<file path="src/hw/rtl/mp3hbp_pkg.sv">
// ----------------------------------------------------------------------------
// mp3hbp_pkg: shared types and constants of the Huffman bit packer
// Input and result payload structs, opcodes and the front-to-back item record.
// ----------------------------------------------------------------------------
`default_nettype none
package mp3hbp_pkg;

	typedef enum logic [2:0] {
		OP_LOAD_CODE  = 3'd0,
		OP_LOAD_VALUE = 3'd1,
		OP_PAIR       = 3'd2,
		OP_QUAD       = 3'd3,
		OP_FLUSH      = 3'd4
	} opcode_t;

	typedef struct packed {
		logic [2:0]  opcode;
		logic [5:0]  table_sel;
		logic [7:0]  entry_index;
		logic [18:0] code_word;
		logic [4:0]  code_length;
		logic [4:0]  table_value;
		logic [13:0] mag_first;
		logic [13:0] mag_second;
		logic [3:0]  quad_nonzero;
		logic [3:0]  sign_bits;
	} in_item_t;

	typedef struct packed {
		logic [7:0] out_byte;
		logic       last;
	} out_item_t;

	localparam int unsigned MAX_LEN     = 21;
	localparam int unsigned MAX_LINBITS = 13;
	localparam int unsigned ESC_LIMIT   = 14;
	localparam int unsigned ESC_VALUE   = 15;
	localparam int unsigned ESC_ROW     = 16;
	localparam int unsigned QUAD_FIRST  = 32;
	localparam int unsigned QUAD_LAST   = 33;
	// Longest pair: 21 code bits + 2x13 linbits = 47, plus 7 pending
	localparam int unsigned SEG_W = 48;
	localparam int unsigned SEG_N = 6;

	// Classified item handed from the front to the back. The code store
	// read data is joined in the back; the tail holds linbits and sign bits
	// (up to 2x13 linbits plus two signs).
	typedef struct packed {
		logic        flush;
		logic        has_code;
		logic [4:0]  nsign;
		logic [27:0] tail;
		logic [5:0]  tail_n;
	} job_t;

endpackage
`default_nettype wire

</file>
<file path="src/hw/rtl/mp3hbp_queue.sv">
// ----------------------------------------------------------------------------
// mp3hbp_queue: short job queue
// Two-entry FIFO between the classifier and the packer.
// ----------------------------------------------------------------------------
`default_nettype none
module mp3hbp_queue (
	input  wire              clk,
	input  wire              arst_n,
	input  wire              wr_valid,
	output logic             wr_ready,
	input  mp3hbp_pkg::job_t wr_job,
	input  wire [23:0]       wr_code,
	output logic             rd_valid,
	input  wire              rd_ready,
	output mp3hbp_pkg::job_t rd_job,
	output logic [23:0]      rd_code
);
	mp3hbp_pkg::job_t job_q [2];
	logic [23:0]      code_q [2];
	logic             wp_q, rp_q;
	logic [1:0]       cnt_q;
	logic             wr, rd;

	assign wr_ready = cnt_q != 2'd2;
	assign rd_valid = cnt_q != 2'd0;
	assign wr = wr_valid && wr_ready;
	assign rd = rd_valid && rd_ready;
	assign rd_job = job_q[rp_q];
	assign rd_code = code_q[rp_q];

	// pointers and fill level
	always_ff @(posedge clk or negedge arst_n) begin
		if (!arst_n) begin
			wp_q <= 1'b0;
			rp_q <= 1'b0;
			cnt_q <= 2'd0;
		end else begin
			if (wr) wp_q <= !wp_q;
			if (rd) rp_q <= !rp_q;
			cnt_q <= cnt_q + {1'b0, wr} - {1'b0, rd};
		end
	end
	always_ff @(posedge clk) begin
		if (wr) begin
			job_q[wp_q] <= wr_job;
			code_q[wp_q] <= wr_code;
		end
	end

endmodule
`default_nettype wire

</file>
<file path="config.mk">
export PLATFORM = sky130hd
export DESIGN_NAME = mp3hbp_queue
export DESIGN_NICKNAME = d
export VERILOG_FILES = /design/src/hw/rtl/mp3hbp_pkg.sv /design/src/hw/rtl/mp3hbp_queue.sv
export SDC_FILE = /design/constraint.sdc
export NUM_CORES = 1
export LEC_CHECK = 0
export BUFFER_PORTS_ARGS = -buffer_cell sky130_fd_sc_hd__buf_2
export CAP_MARGIN = 20
export CELL_PAD_IN_SITES_DETAIL_PLACEMENT = 0
export CELL_PAD_IN_SITES_GLOBAL_PLACEMENT = 1
export CORE_AREA = 2 2 106 108
export CTS_CLUSTER_SIZE = 20
export DETAILED_ROUTE_END_ITERATION = 10
export DIE_AREA = 0 0 108 110
export PLACE_DENSITY_LB_ADDON = 0.3
export SLEW_MARGIN = 10
export SYNTH_ARGS = -nofsm -noshare
export SYNTH_HDL_FRONTEND = slang
export SYNTH_SLANG_ARGS = --single-unit
</file>
<file path="constraint.sdc">
create_clock -name clk -period 11.24 [get_ports clk]
set_input_delay 0.562 -clock clk [delete_from_list [all_inputs] [get_ports clk]]
set_output_delay 0.562 -clock clk [all_outputs]
set_load 0.005 [all_outputs]
</file>
==> results.cfg <==
[sta]
fmax_mhz = 335
clock-skew-final_ps = 9.80
slew_viol_final = 0
setup_tns_ps = 0
worstMarginPinSlew_ps = 866
hold_violations = 0
min_period_ps = 2980
hold_ws_ps = 247
fin_crit_sh_pct = 26.6
rsz0062_at_grt = false
relSlewSlack_pct = 42.3
timing.final.ws_setup_ps = 8260
setup_viol = 0

[clock_network]
numCtsBuffers = 17
insertion_delay_ps = 500
cts-root-buf = clkbuf_8
h-tree-depth = 4
cts.clk_slew.worst_paths_ps = 60
clock-sinks = 134
cts_buffer_depth = 2
cts_tree = done

[route]
first_pass_iters = 4
drc = 0
ant_nets = 0
wl_um = 8500
detail_route.vias_per_cell = 4.75
vias = 2508
drt_iter0_markers = 118
wl_per_cell_um = 16.1

[power]
p_leak_uw = 0.00240
p_seq_share_pct = 44.0
swShare_pct = 25.1
p_clk_share_pct = 32.5
power.internal_uw = 1250
vdd_drop_max_mv = 0.109
cellPowerDensity_nw_per_um2 = 263
switchingPower_uw = 419
combPwrFrac_pct = 23.5

[worst_hold_path]
hold_path_depth = 1
min_path_type = primary input to flip-flop
worstHoldStart = wr_code[7]

[critical_path]
critPathMaxFanout = 36
cp_slowest_cell = dfrtp_2
cp-start-kind = flip-flop
r2r_start = cnt_q[0]$_DFF_PN0_
worstPathArrival_ps = 2420
startpoint = rp_q$_DFFE_PN0P_
crit_chain = buf_4, mux2_2, buf_2
path_depth = 3
worstPathRequired_ps = 10680
endpoint_kind = output pin
critPathMaxStageDelay_ps = 820
cpLargestDelayFamily = flip-flops
rr_worst_depth = 4
path_buf_inv = 2
path_class = flip-flop to output pin

[floorplan]
start_util_pct = 46.0
die_h_um = 110
io_pins = 136
core_um2 = 10700
rows = 38
dieArea_um2 = 11900
die_width_um = 108

[yosys]
syn_inst = 224
synth.distinct_cells = 19
netlist_area_um2 = 4920
syn_nets = 294
yosys_warnings = 0
syn-mean-instance-area_um2 = 22.0
ys_seq_elements = 134
seq_area_frac_synth_pct = 81.4

[global_routing]
antenna_found_initial = 0
grt_pass1_wl_um = 12500
overflow = 0
use_met2_pct = 25.0
grt_util_met1_pct = 16.8
grt_pass1_vias = 2559
grtUsageMet3_pct = 5.82
grt-busiest-layer = met2
grt_use_total_pct = 14.6
grt_max_degree = 66

[finish]
final_cell_mix = buf_2 (135), edfxtp_1 (130), mux2_2 (65), clkbuf_16 (16)
mostFrequentLayoutCell = buf_2
layout-drive-gt1-share_pct = 60.3
area_growth_pct = 28.8
n_fill_cell = 823
fin_nets = 445
n_antenna_cell = 0

[placement]
pre_cts_slack_ps = 8720
gp_routability_congestion = 0.677
port_buffers = 135
dp.final_hpwl_um = 5360

[outcome]
outcome = completed

[flow_run]
cap_violations = 0
[cells by family (layout without fill, tap and decap cells)]
group,after synthesis,count (layout),synth area share (%)
mux,65,65,14.9
fa+ha+maj,1,1,0.254
flops,134,134,81.4
buf+inv,7,171,1.27
xor+xnor,3,3,0.534
simple gates,11,11,1.22
compound gates,3,3,0.483
[registers in the layout, summed over array words and instances (netlist names)]
signal,cells
job_q,82
code_q,48
cnt_q,2
rp_q,1
wp_q,1
[worst paths after layout]
path                       slack, ps                endpoint
setup / recovery                8260              rd_job[39]
hold / removal                   250  code_q[0][7]$_DFFE_PP_
setup reg to reg                8890  job_q[0][15]$_DFFE_PP_
hold reg to reg                  560        wp_q$_DFFE_PN0P_
max in group asynchronous      10710        rp_q$_DFFE_PN0P_
min in group asynchronous        390      cnt_q[0]$_DFF_PN0_
[power by group through the flow]
| stage | clock, uW | sequential (uW) | combinational (uW) |
|---|---|---|---|
| 6_report | 542 | 734 | 392 |
| 5_1_grt | 576 | 748 | 434 |
| 2_1_floorplan | 0 | 719 | 269 |
| 3_3_place_gp | 0 | 740 | 400 |
| 3_5_place_dp | 0 | 746 | 400 |
| 4_1_cts | 553 | 737 | 404 |
[cells in the mapped netlist]
cell type	n	share of area (%)
edfxtp_1	130	79
mux2_2	65	15
buf_6	4	0.92
dfrtp_1	4	2.0
nor2_1	3	0.23
xnor2_1	3	0.53
buf_2	2	0.20
nand2_1	2	0.15
a311oi_1	1	0.18
and3_2	1	0.15
buf_4	1	0.15
ha_1	1	0.25
nand2b_1	1	0.13
nand3_1	1	0.10
nor2b_1	1	0.13
nor4bb_1	1	0.20
o21ai_0	1	0.10
o21ba_2	1	0.20
or2_2	1	0.13
[layout make-up]
| cell class | instances | area [um2] | area share (%) |
|---|---|---|---|
| clock buffers | 21 | 429 | 6.77 |
| clock inverters | 11 | 156 | 2.47 |
| multi-input cells | 83 | 862 | 13.6 |
| flip-flops and latches | 134 | 4010 | 63.2 |
| well taps | 140 | 175 | 2.76 |
| repair buffers | 139 | 708 | 11.2 |
[what timing repair did]
action                                 4_1_cts  5_1_grt
endpoints found under the hold margin        4        0
gates resized for setup                      0        0
buffers inserted                             0        0
hold buffers                                 1        0
[per-stage QoR]
stage / util (%) / cell area [um2] / total power, uW / instances
2_1_floorplan: - / 4920 / 987 / 224
3_3_place_gp: 53.7 / 5740 / 1140 / 495
3_5_place_dp: 53.7 / 5740 / 1150 / 495
4_1_cts: 59.2 / 6340 / 1690 / 528
5_1_grt: 59.2 / 6340 / 1760 / 528
6_report: 59.2 / 6340 / 1670 / 528
[routing by layer]
| metal | wire length [um] | vias to the layer above |
|---|---|---|
| met1 | 3520 | 1214 |
| met5 | 0 | - |
| li1 | - | 1199 |
| met2 | 4300 | 87 |
| met4 | 77 | 0 |
| met3 | 603 | 8 |
Note: power is estimated with default switching activity, not from simulation.
