===== config.mk =====
export PLATFORM = sky130hd
export DESIGN_NAME = mp3hbp_back
export DESIGN_NICKNAME = d
export VERILOG_FILES = /design/src/hw/rtl/mp3hbp_pkg.sv /design/src/hw/rtl/mp3hbp_back.sv
export SDC_FILE = /design/constraint.sdc
export NUM_CORES = 1
export LEC_CHECK = 0
export BUFFER_PORTS_ARGS = -buffer_cell sky130_fd_sc_hd__buf_2
export CAP_MARGIN = 15
export CORE_UTILIZATION = 58
export CTS_CLUSTER_DIAMETER = 150
export DETAILED_ROUTE_END_ITERATION = 16
export GPL_TIMING_DRIVEN = 0
export PLACE_DENSITY = 0.79
export SYNTH_ARGS = -nofsm -noshare
export SYNTH_HDL_FRONTEND = slang
export SYNTH_SLANG_ARGS = --single-unit
export TNS_END_PERCENT = 50

===== constraint.sdc =====
create_clock -name clk -period 5.3 [get_ports clk]
set_clock_uncertainty 0.1 [all_clocks]
set_input_delay 0.265 -clock clk [delete_from_list [all_inputs] [get_ports clk]]
set_output_delay 0.265 -clock clk [all_outputs]
set_load 0.01 [all_outputs]

===== src/hw/rtl/mp3hbp_pkg.sv =====
// ----------------------------------------------------------------------------
// mp3hbp_pkg: shared types and constants of the Huffman bit packer
// Input and result payload structs, opcodes and the front-to-back item record.
// ----------------------------------------------------------------------------
`default_nettype none
package mp3hbp_pkg;

	typedef enum logic [2:0] {
		OP_LOAD_CODE  = 3'd0,
		OP_LOAD_VALUE = 3'd1,
		OP_PAIR       = 3'd2,
		OP_QUAD       = 3'd3,
		OP_FLUSH      = 3'd4
	} opcode_t;

	typedef struct packed {
		logic [2:0]  opcode;
		logic [5:0]  table_sel;
		logic [7:0]  entry_index;
		logic [18:0] code_word;
		logic [4:0]  code_length;
		logic [4:0]  table_value;
		logic [13:0] mag_first;
		logic [13:0] mag_second;
		logic [3:0]  quad_nonzero;
		logic [3:0]  sign_bits;
	} in_item_t;

	typedef struct packed {
		logic [7:0] out_byte;
		logic       last;
	} out_item_t;

	localparam int unsigned MAX_LEN     = 21;
	localparam int unsigned MAX_LINBITS = 13;
	localparam int unsigned ESC_LIMIT   = 14;
	localparam int unsigned ESC_VALUE   = 15;
	localparam int unsigned ESC_ROW     = 16;
	localparam int unsigned QUAD_FIRST  = 32;
	localparam int unsigned QUAD_LAST   = 33;
	// Longest pair: 21 code bits + 2x13 linbits = 47, plus 7 pending
	localparam int unsigned SEG_W = 48;
	localparam int unsigned SEG_N = 6;

	// Classified item handed from the front to the back. The code store
	// read data is joined in the back; the tail holds linbits and sign bits
	// (up to 2x13 linbits plus two signs).
	typedef struct packed {
		logic        flush;
		logic        has_code;
		logic [4:0]  nsign;
		logic [27:0] tail;
		logic [5:0]  tail_n;
	} job_t;

endpackage
`default_nettype wire


===== src/hw/rtl/mp3hbp_back.sv =====
// ----------------------------------------------------------------------------
// mp3hbp_back: bit packer
// Joins pending bits, codeword and tail into one segment (a flush pads the
// pending bits to a whole byte), then sends it out one byte per cycle while
// the receiver accepts, via an output register; leftover bits stay pending.
`default_nettype none
module mp3hbp_back (
	input  wire                   clk,
	input  wire                   arst_n,
	input  wire                   job_valid,
	output logic                  job_ready,
	input  mp3hbp_pkg::job_t      job_data,
	input  wire [23:0]            job_code,
	output logic                  out_valid,
	input  wire                   out_ready,
	output mp3hbp_pkg::out_item_t out_data
);
	localparam int unsigned W = mp3hbp_pkg::SEG_W + 8;

	logic [6:0] pend_q;
	logic [2:0] pend_n_q;
	logic [W-1:0] seg_q;     // left-aligned bits still to send
	logic [2:0]   bytes_q;   // whole bytes left in seg_q
	logic         out_v_q;
	mp3hbp_pkg::out_item_t out_q;
	logic         busy;
	logic         can_out;

	assign can_out = !out_v_q || out_ready;
	assign busy = bytes_q != 3'd0;
	assign job_ready = !busy;
	assign out_valid = out_v_q;
	assign out_data = out_q;

	// build segment from job
	logic [4:0]  len;
	logic [4:0]  cn;
	logic [18:0] cw;
	logic [63:0] acc;
	logic [5:0]  accn;
	always_comb begin
		len = (job_code[23:19] > 5'(mp3hbp_pkg::MAX_LEN)) ? 5'(mp3hbp_pkg::MAX_LEN)
			: job_code[23:19];
		cn = (len > job_data.nsign) ? len - job_data.nsign : 5'd0;
		cw = job_code[18:0] & ((19'd1 << cn) - 19'd1);
		acc = {57'd0, pend_q} & ((64'd1 << pend_n_q) - 64'd1);
		accn = {3'd0, pend_n_q};
		if (job_data.flush) begin
			if (pend_n_q != 3'd0) begin
				acc = acc << (6'd8 - accn);
				accn = 6'd8;
			end
		end else begin
			acc = (acc << cn) | {45'd0, cw};
			accn = accn + {1'b0, cn};
			acc = (acc << job_data.tail_n) | {36'd0, job_data.tail};
			accn = accn + job_data.tail_n;
		end
	end

	// load on a new job, then shift one byte per transfer
	always_ff @(posedge clk or negedge arst_n) begin
		if (!arst_n) begin
			pend_q <= 7'd0;
			pend_n_q <= 3'd0;
			bytes_q <= 3'd0;
			out_v_q <= 1'b0;
		end else begin
			if (!busy && job_valid) begin
				bytes_q <= accn[5:3];
				pend_n_q <= accn[2:0];
				pend_q <= 7'(acc & ((64'd1 << accn[2:0]) - 64'd1));
			end else if (busy && can_out) begin
				bytes_q <= bytes_q - 3'd1;
			end
			if (busy && can_out)
				out_v_q <= 1'b1;
			else if (out_ready)
				out_v_q <= 1'b0;
		end
	end
	always_ff @(posedge clk) begin
		if (!busy && job_valid)
			seg_q <= W'(acc >> accn[2:0]) << (W - 8 * accn[5:3]);
		else if (busy && can_out) begin
			out_q.out_byte <= seg_q[W-1 -: 8];
			out_q.last <= bytes_q == 3'd1;
			seg_q <= seg_q << 8;
		end
	end

endmodule
`default_nettype wire


==> results of run 1 <==
## Yosys cell counts (all sizes together) (10+ instances only)
library cell | n | area share [%]
mux2i | 81 | 5.5
o31ai | 33 | 1.7
o221a | 10 | 0.81
dfrtp | 14 | 2.3
a21o | 24 | 1.2
inv | 33 | 0.83
o211ai | 51 | 2.6
nor2b | 14 | 0.59
clkbuf | 128 | 3.2
a2bb2oi | 12 | 0.79
nor2 | 191 | 4.8
nand4 | 19 | 0.80
o221ai | 24 | 1.5
a31oi | 53 | 2.3
nand3 | 73 | 2.4
nand2 | 241 | 6.1
a311oi | 10 | 0.59
buf | 46 | 1.5
o32ai | 14 | 0.82
a2111oi | 19 | 1.2
o21ai | 157 | 5.3
or2 | 10 | 0.42
nor3 | 73 | 2.5
and2 | 20 | 0.84
and3 | 15 | 0.63
o2bb2ai | 11 | 0.65
mux2 | 22 | 1.7
a22o | 20 | 1.2
or3 | 17 | 0.71
ha | 21 | 1.8
edfxtp | 65 | 13
a22oi | 31 | 1.6
nand2b | 16 | 0.67
a32oi | 12 | 0.70
a211oi | 57 | 3.2
a211o | 15 | 0.88
a221o | 12 | 0.81
a31o | 11 | 0.65
a221oi | 39 | 2.5
a21oi | 154 | 5.4
o21a | 17 | 0.86
o22ai | 43 | 1.9
nor4 | 22 | 0.96
## repair_timing
item | in CTS
buffers inserted | 98
endpoints found under the hold margin | 14
pin swaps | 96
gates resized for setup | 469
endpoints found under the setup margin | 66
hold buffers | 1
## kinds of logic after synthesis
group           after synthesis  share of synthesized area (%)
compound gates              916                           44.5
simple gates                745                           23.4
fa+ha+maj                    26                           2.43
xor+xnor                     13                          0.814
buf+inv                     210                           5.64
flops                        79                           15.4
mux                         107                           7.73
## layer usage
metal | overflow | global-route usage, %
met5 | 0 | 45.5
met4 | 55 | 82.6
met3 | 1 | 73.2
met2 | 39 | 95.1
met1 | 2 | 85.7
## through the flow
step	utilization [%]	instance area [µm²]	hold slack, ns	setup slack, ns
3_3_place_gp	63.4	16000	0.0703	-2.56
4_1_cts	76.5	19300	0.115	-0.509
3_5_place_dp	63.6	16000	0.0810	-2.22
2_1_floorplan	-	15200	-0.131	-0.169
==> results.sh, run 1 <==
export IMPL_worstEpCategory="register input"
export IMPL_h_tree_depth=3
export IMPL_async_reset_ff_share_pct=17.7
export IMPL_ys_seq_area_share_pct=15.4
export IMPL_core_rowCount=58
export IMPL_io_pins=80
export IMPL_cts_buffer_depth=2
export IMPL_postGrtWorstEndpoint="seg_q[48]$_DFFE_PP_/D"
export IMPL_hpwl_um=67400
export IMPL_grt_max_degree=38
export IMPL_cts_root_buf="clkbuf_16"
export IMPL_cts_buffers_inserted=9
export IMPL_placedCellCount=2507
export IMPL_netlist_instances=2096
export IMPL_gp_congestion=1.36
export IMPL_tool_error="[ERROR GRT-0232] Routing congestion too high. Check the congestion heatmap in the GUI."
export IMPL_ys_ff_latch=79
export IMPL_syn_area_mm2=0.0149
export IMPL_chipWidth_um=162
export IMPL_status="did not finish"
export IMPL_synth_nets=2191
export IMPL_overflow=97
export IMPL_portBuffers=76
export IMPL_syn_area_per_cell_um2=7.12
export IMPL_dieHeight_um=162
export IMPL_grt_total_usage_pct=84.1
export IMPL_failed_stage="global routing"
export IMPL_synth_edf_count=65
export IMPL_clock_sinks=79
export IMPL_ys_types=112
export IMPL_synth_ff_type="edfxtp_1"
export IMPL_yosys_warnings=0
export IMPL_start_util_pct=59.2
==> run 2, diff against run 1 <==
CORE_UTILIZATION = 40   (was 58)
CTS_CLUSTER_DIAMETER = unset   (was 150)
PLACE_DENSITY = unset   (was 0.79)
PLACE_DENSITY_LB_ADDON = 0.15   (was unset)
clock period = 6.9 ns   (was 5.3 ns; I/O delays follow)
==> run 2 against run 1 <==
Compared with the run above: synthesized cell count is the same; the flow now finishes, with violations (setup timing); synthesized area is the same.
==> results.sh, run 2 <==
export IMPL_status="finished with violations"
export IMPL_violations="setup timing"
export IMPL_power_density_mw_per_mm2=367
export IMPL_worstHoldStart="out_ready"
export IMPL_h_tree_depth=3
export IMPL_clkLatencyLatePin_ns=0.34
export IMPL_core_rowCount=70
export IMPL_grt_max_degree=41
export IMPL_slowest_stage="a2111oi_1"
export IMPL_fmax_ghz=0.145
export IMPL_ys_ff_latch=79
export IMPL_synth_top_family_by_area="compound AO/OA/AOI/OAI gates"
export IMPL_antenna_left=0
export IMPL_maxCapViolCount=0
export IMPL_ys_seq_area_share_pct=15.4
export IMPL_synth_common_cells="240 x nand2_1, 190 x nor2_1, 148 x a21oi_1, 136 x o21ai_0, 128 x clkbuf_1"
export IMPL_grt_total_usage_pct=49.2
export IMPL_r2r_slack_ns=0.03
export IMPL_dieHeight_um=195
export IMPL_finalNonFillerCells=2693
export IMPL_path_class="in2reg"
export IMPL_synth_nets=2191
export IMPL_syn_to_final_growth_pct=19.1
export IMPL_slew_violations=0
export IMPL_vias=21400
export IMPL_antenna_found_initial=3
export IMPL_r2r_start="pend_n_q[1]$_DFFE_PN0P_"
export IMPL_vias_per_cell=7.94
export IMPL_yosysMostFrequentCell="nand2_1"
export IMPL_netlist_area_leader_share_pct=13.1
export IMPL_ys_types=112
export IMPL_worstPathMaxFanout=9
export IMPL_chipWidth_um=195
export IMPL_core_mm2=0.0366
export IMPL_period_share_pct=100
export IMPL_rsz0062_at_grt="yes"
export IMPL_drt_wirelength_per_cell_um=36.1
export IMPL_netlist_instances=2096
export IMPL_hold_viol=0
export IMPL_die_area_mm2=0.0381
export IMPL_startpoint_type="input pin"
export IMPL_reg2reg_depth=22
export IMPL_drive_gt1_share_pct=19.9
export IMPL_first_global_vias=19600
export IMPL_drtIter0Drc=3738
export IMPL_tightest_slew_ns=1.29
export IMPL_cts_buffer_depth=2
export IMPL_largest_reg_flops=56
export IMPL_required_ns=6.88
export IMPL_synth_top_area_cell="edfxtp_1"
export IMPL_clock_sinks=79
export IMPL_portBuffers=76
export IMPL_synth_compound_area_share_pct=44.5
export IMPL_wl_um=97100
export IMPL_synthMuxAreaShare_pct=7.73
export IMPL_max_stage_delay_ns=0.55
export IMPL_synth_ff_type="edfxtp_1"
export IMPL_layout_nets=2312
export IMPL_max_slew_margin_pct=13.5
export IMPL_final_cell_mix="238 x nand2_1, 184 x nor2_1, 131 x a21oi_1, 125 x o21ai_0, 107 x buf_2"
export IMPL_period_minus_slack_ns=6.90
export IMPL_finalSetupViolCount=1
export IMPL_cts_buffers_inserted=9
export IMPL_grt_pass1_wl_um=137000
export IMPL_syn_area_per_cell_um2=7.12
export IMPL_overflow=0
export IMPL_synth_edf_count=65
export IMPL_synth_adder_area_share_pct=2.43
export IMPL_hpwl_um=76200
export IMPL_startpoint="job_code[21]"
export IMPL_ir_drop_v=0.000153
export IMPL_cp_end_kind="flip-flop"
export IMPL_endpoint="seg_q[50]$_DFFE_PP_"
export IMPL_cts_root_buf="clkbuf_16"
export IMPL_cts_tree="done"
export IMPL_fin_ws_ns=-0.00305
export IMPL_final_common_cell="nand2_1"
export IMPL_synth_area_top_cells="edfxtp_1 13%, nand2_1 6.0%, mux2i_1 5.4%"
export IMPL_async_reset_ff_share_pct=17.7
export IMPL_final_core_util_pct=48.5
export IMPL_r2r_end="seg_q[48]$_DFFE_PP_"
export IMPL_crit_arrival_ns=6.88
export IMPL_placedCellCount=2648
export IMPL_start_util_pct=40.7
export IMPL_yosys_warnings=0
export IMPL_clkSlewWorstSetupHoldPaths_ns=0.06
export IMPL_synth_xor_area_share_pct=0.814
export IMPL_gp_congestion=1.15
export IMPL_drc=0
export IMPL_io_pins=80
export IMPL_syn_area_mm2=0.0149
export IMPL_largest_register="seg_q"
export IMPL_hold_path_class="in2reg"
export IMPL_drtPass1Iterations=6
export IMPL_synth_simple_area_share_pct=23.4
export IMPL_p_leak_nw=6.07
==> run 2: cell counts after synthesis <==
No cell type changed its count.
==> run 2: power by group <==
| group | switching (mW) | internal, mW |
|---|---|---|
| logic | 3.54 | 1.57 |
| clock network | 0.191 | 0.279 |
| registers | 0.101 | 0.839 |
| total | 3.83 | 2.69 |
==> run 2: layout make-up <==
cell class              count  area (µm²)
diodes                      3        7.51
plain buffers             173         742
clock buffers              10         229
clock inverters             6        61.3
fillers                  3762       18800
inverters                  36         135
multi-input cells        1807       13000
flip-flops and latches     79        2300
well taps                 468         586
repair buffers            111         724
==> run 2: timing repair <==
action | in CTS | in global routing
pin swaps | 9 | 14
hold buffers | 1 | 0
hold endpoints to repair | 14 | 0
resized for setup | 118 | 145
buffers inserted | 12 | 13
endpoints found under the setup margin | 56 | 50
==> run 2: worst min path at each step <==
stage | cells past startpoint | endpoint
after floorplan | 0 | bytes_q[0]$_DFFE_PN0P_
after global placement | 1 | out_valid$_DFFE_PN0P_
after detailed placement | 1 | out_valid$_DFFE_PN0P_
after CTS | 3 | out_valid$_DFFE_PN0P_
after global routing | 3 | out_valid$_DFFE_PN0P_
final | 3 | out_valid$_DFFE_PN0P_
==> run 2: metal layers <==
layer	GRT usage [%]	part of all wire, %
met2	71.2	40
met1	61.4	36
met5	0.128	0
met3	16.1	15
met4	34.4	9.1
==> run 2: per-stage QoR <==
stage                     setup slack, ns  area, µm²  total power, mW  hold slack, ns   TNS, ns
after floorplan                     0.887      14900             3.84         -0.0506         0
after global placement              -1.59      15900             5.37           0.162    -64.02
after detailed placement            -1.51      16000             5.38           0.163    -58.26
after CTS                         -0.0187      17000             6.02           0.183   -0.0320
after global routing              -0.0823      17800             6.70           0.214    -0.519
final                            -0.00305      17800             6.51           0.184  -0.00305
==> run 2: logic make-up after synthesis <==
family,Yosys count
muxes,107
AOI/OAI and AO/OA,916
buffers and inverters,210
DFF,79
xor gates and xnor gates,13
and+or+nand+nor,745
adders and majority gates,26
==> run 2: critical path: cells and delay by family <==
family                     cells  cell delay, ns
adders and majority gates      3            0.85
AOI/OAI and AO/OA             15            4.38
and+or+nand+nor                5            0.68
buffers and inverters          4            0.59
(Power assumes the default switching activity.)
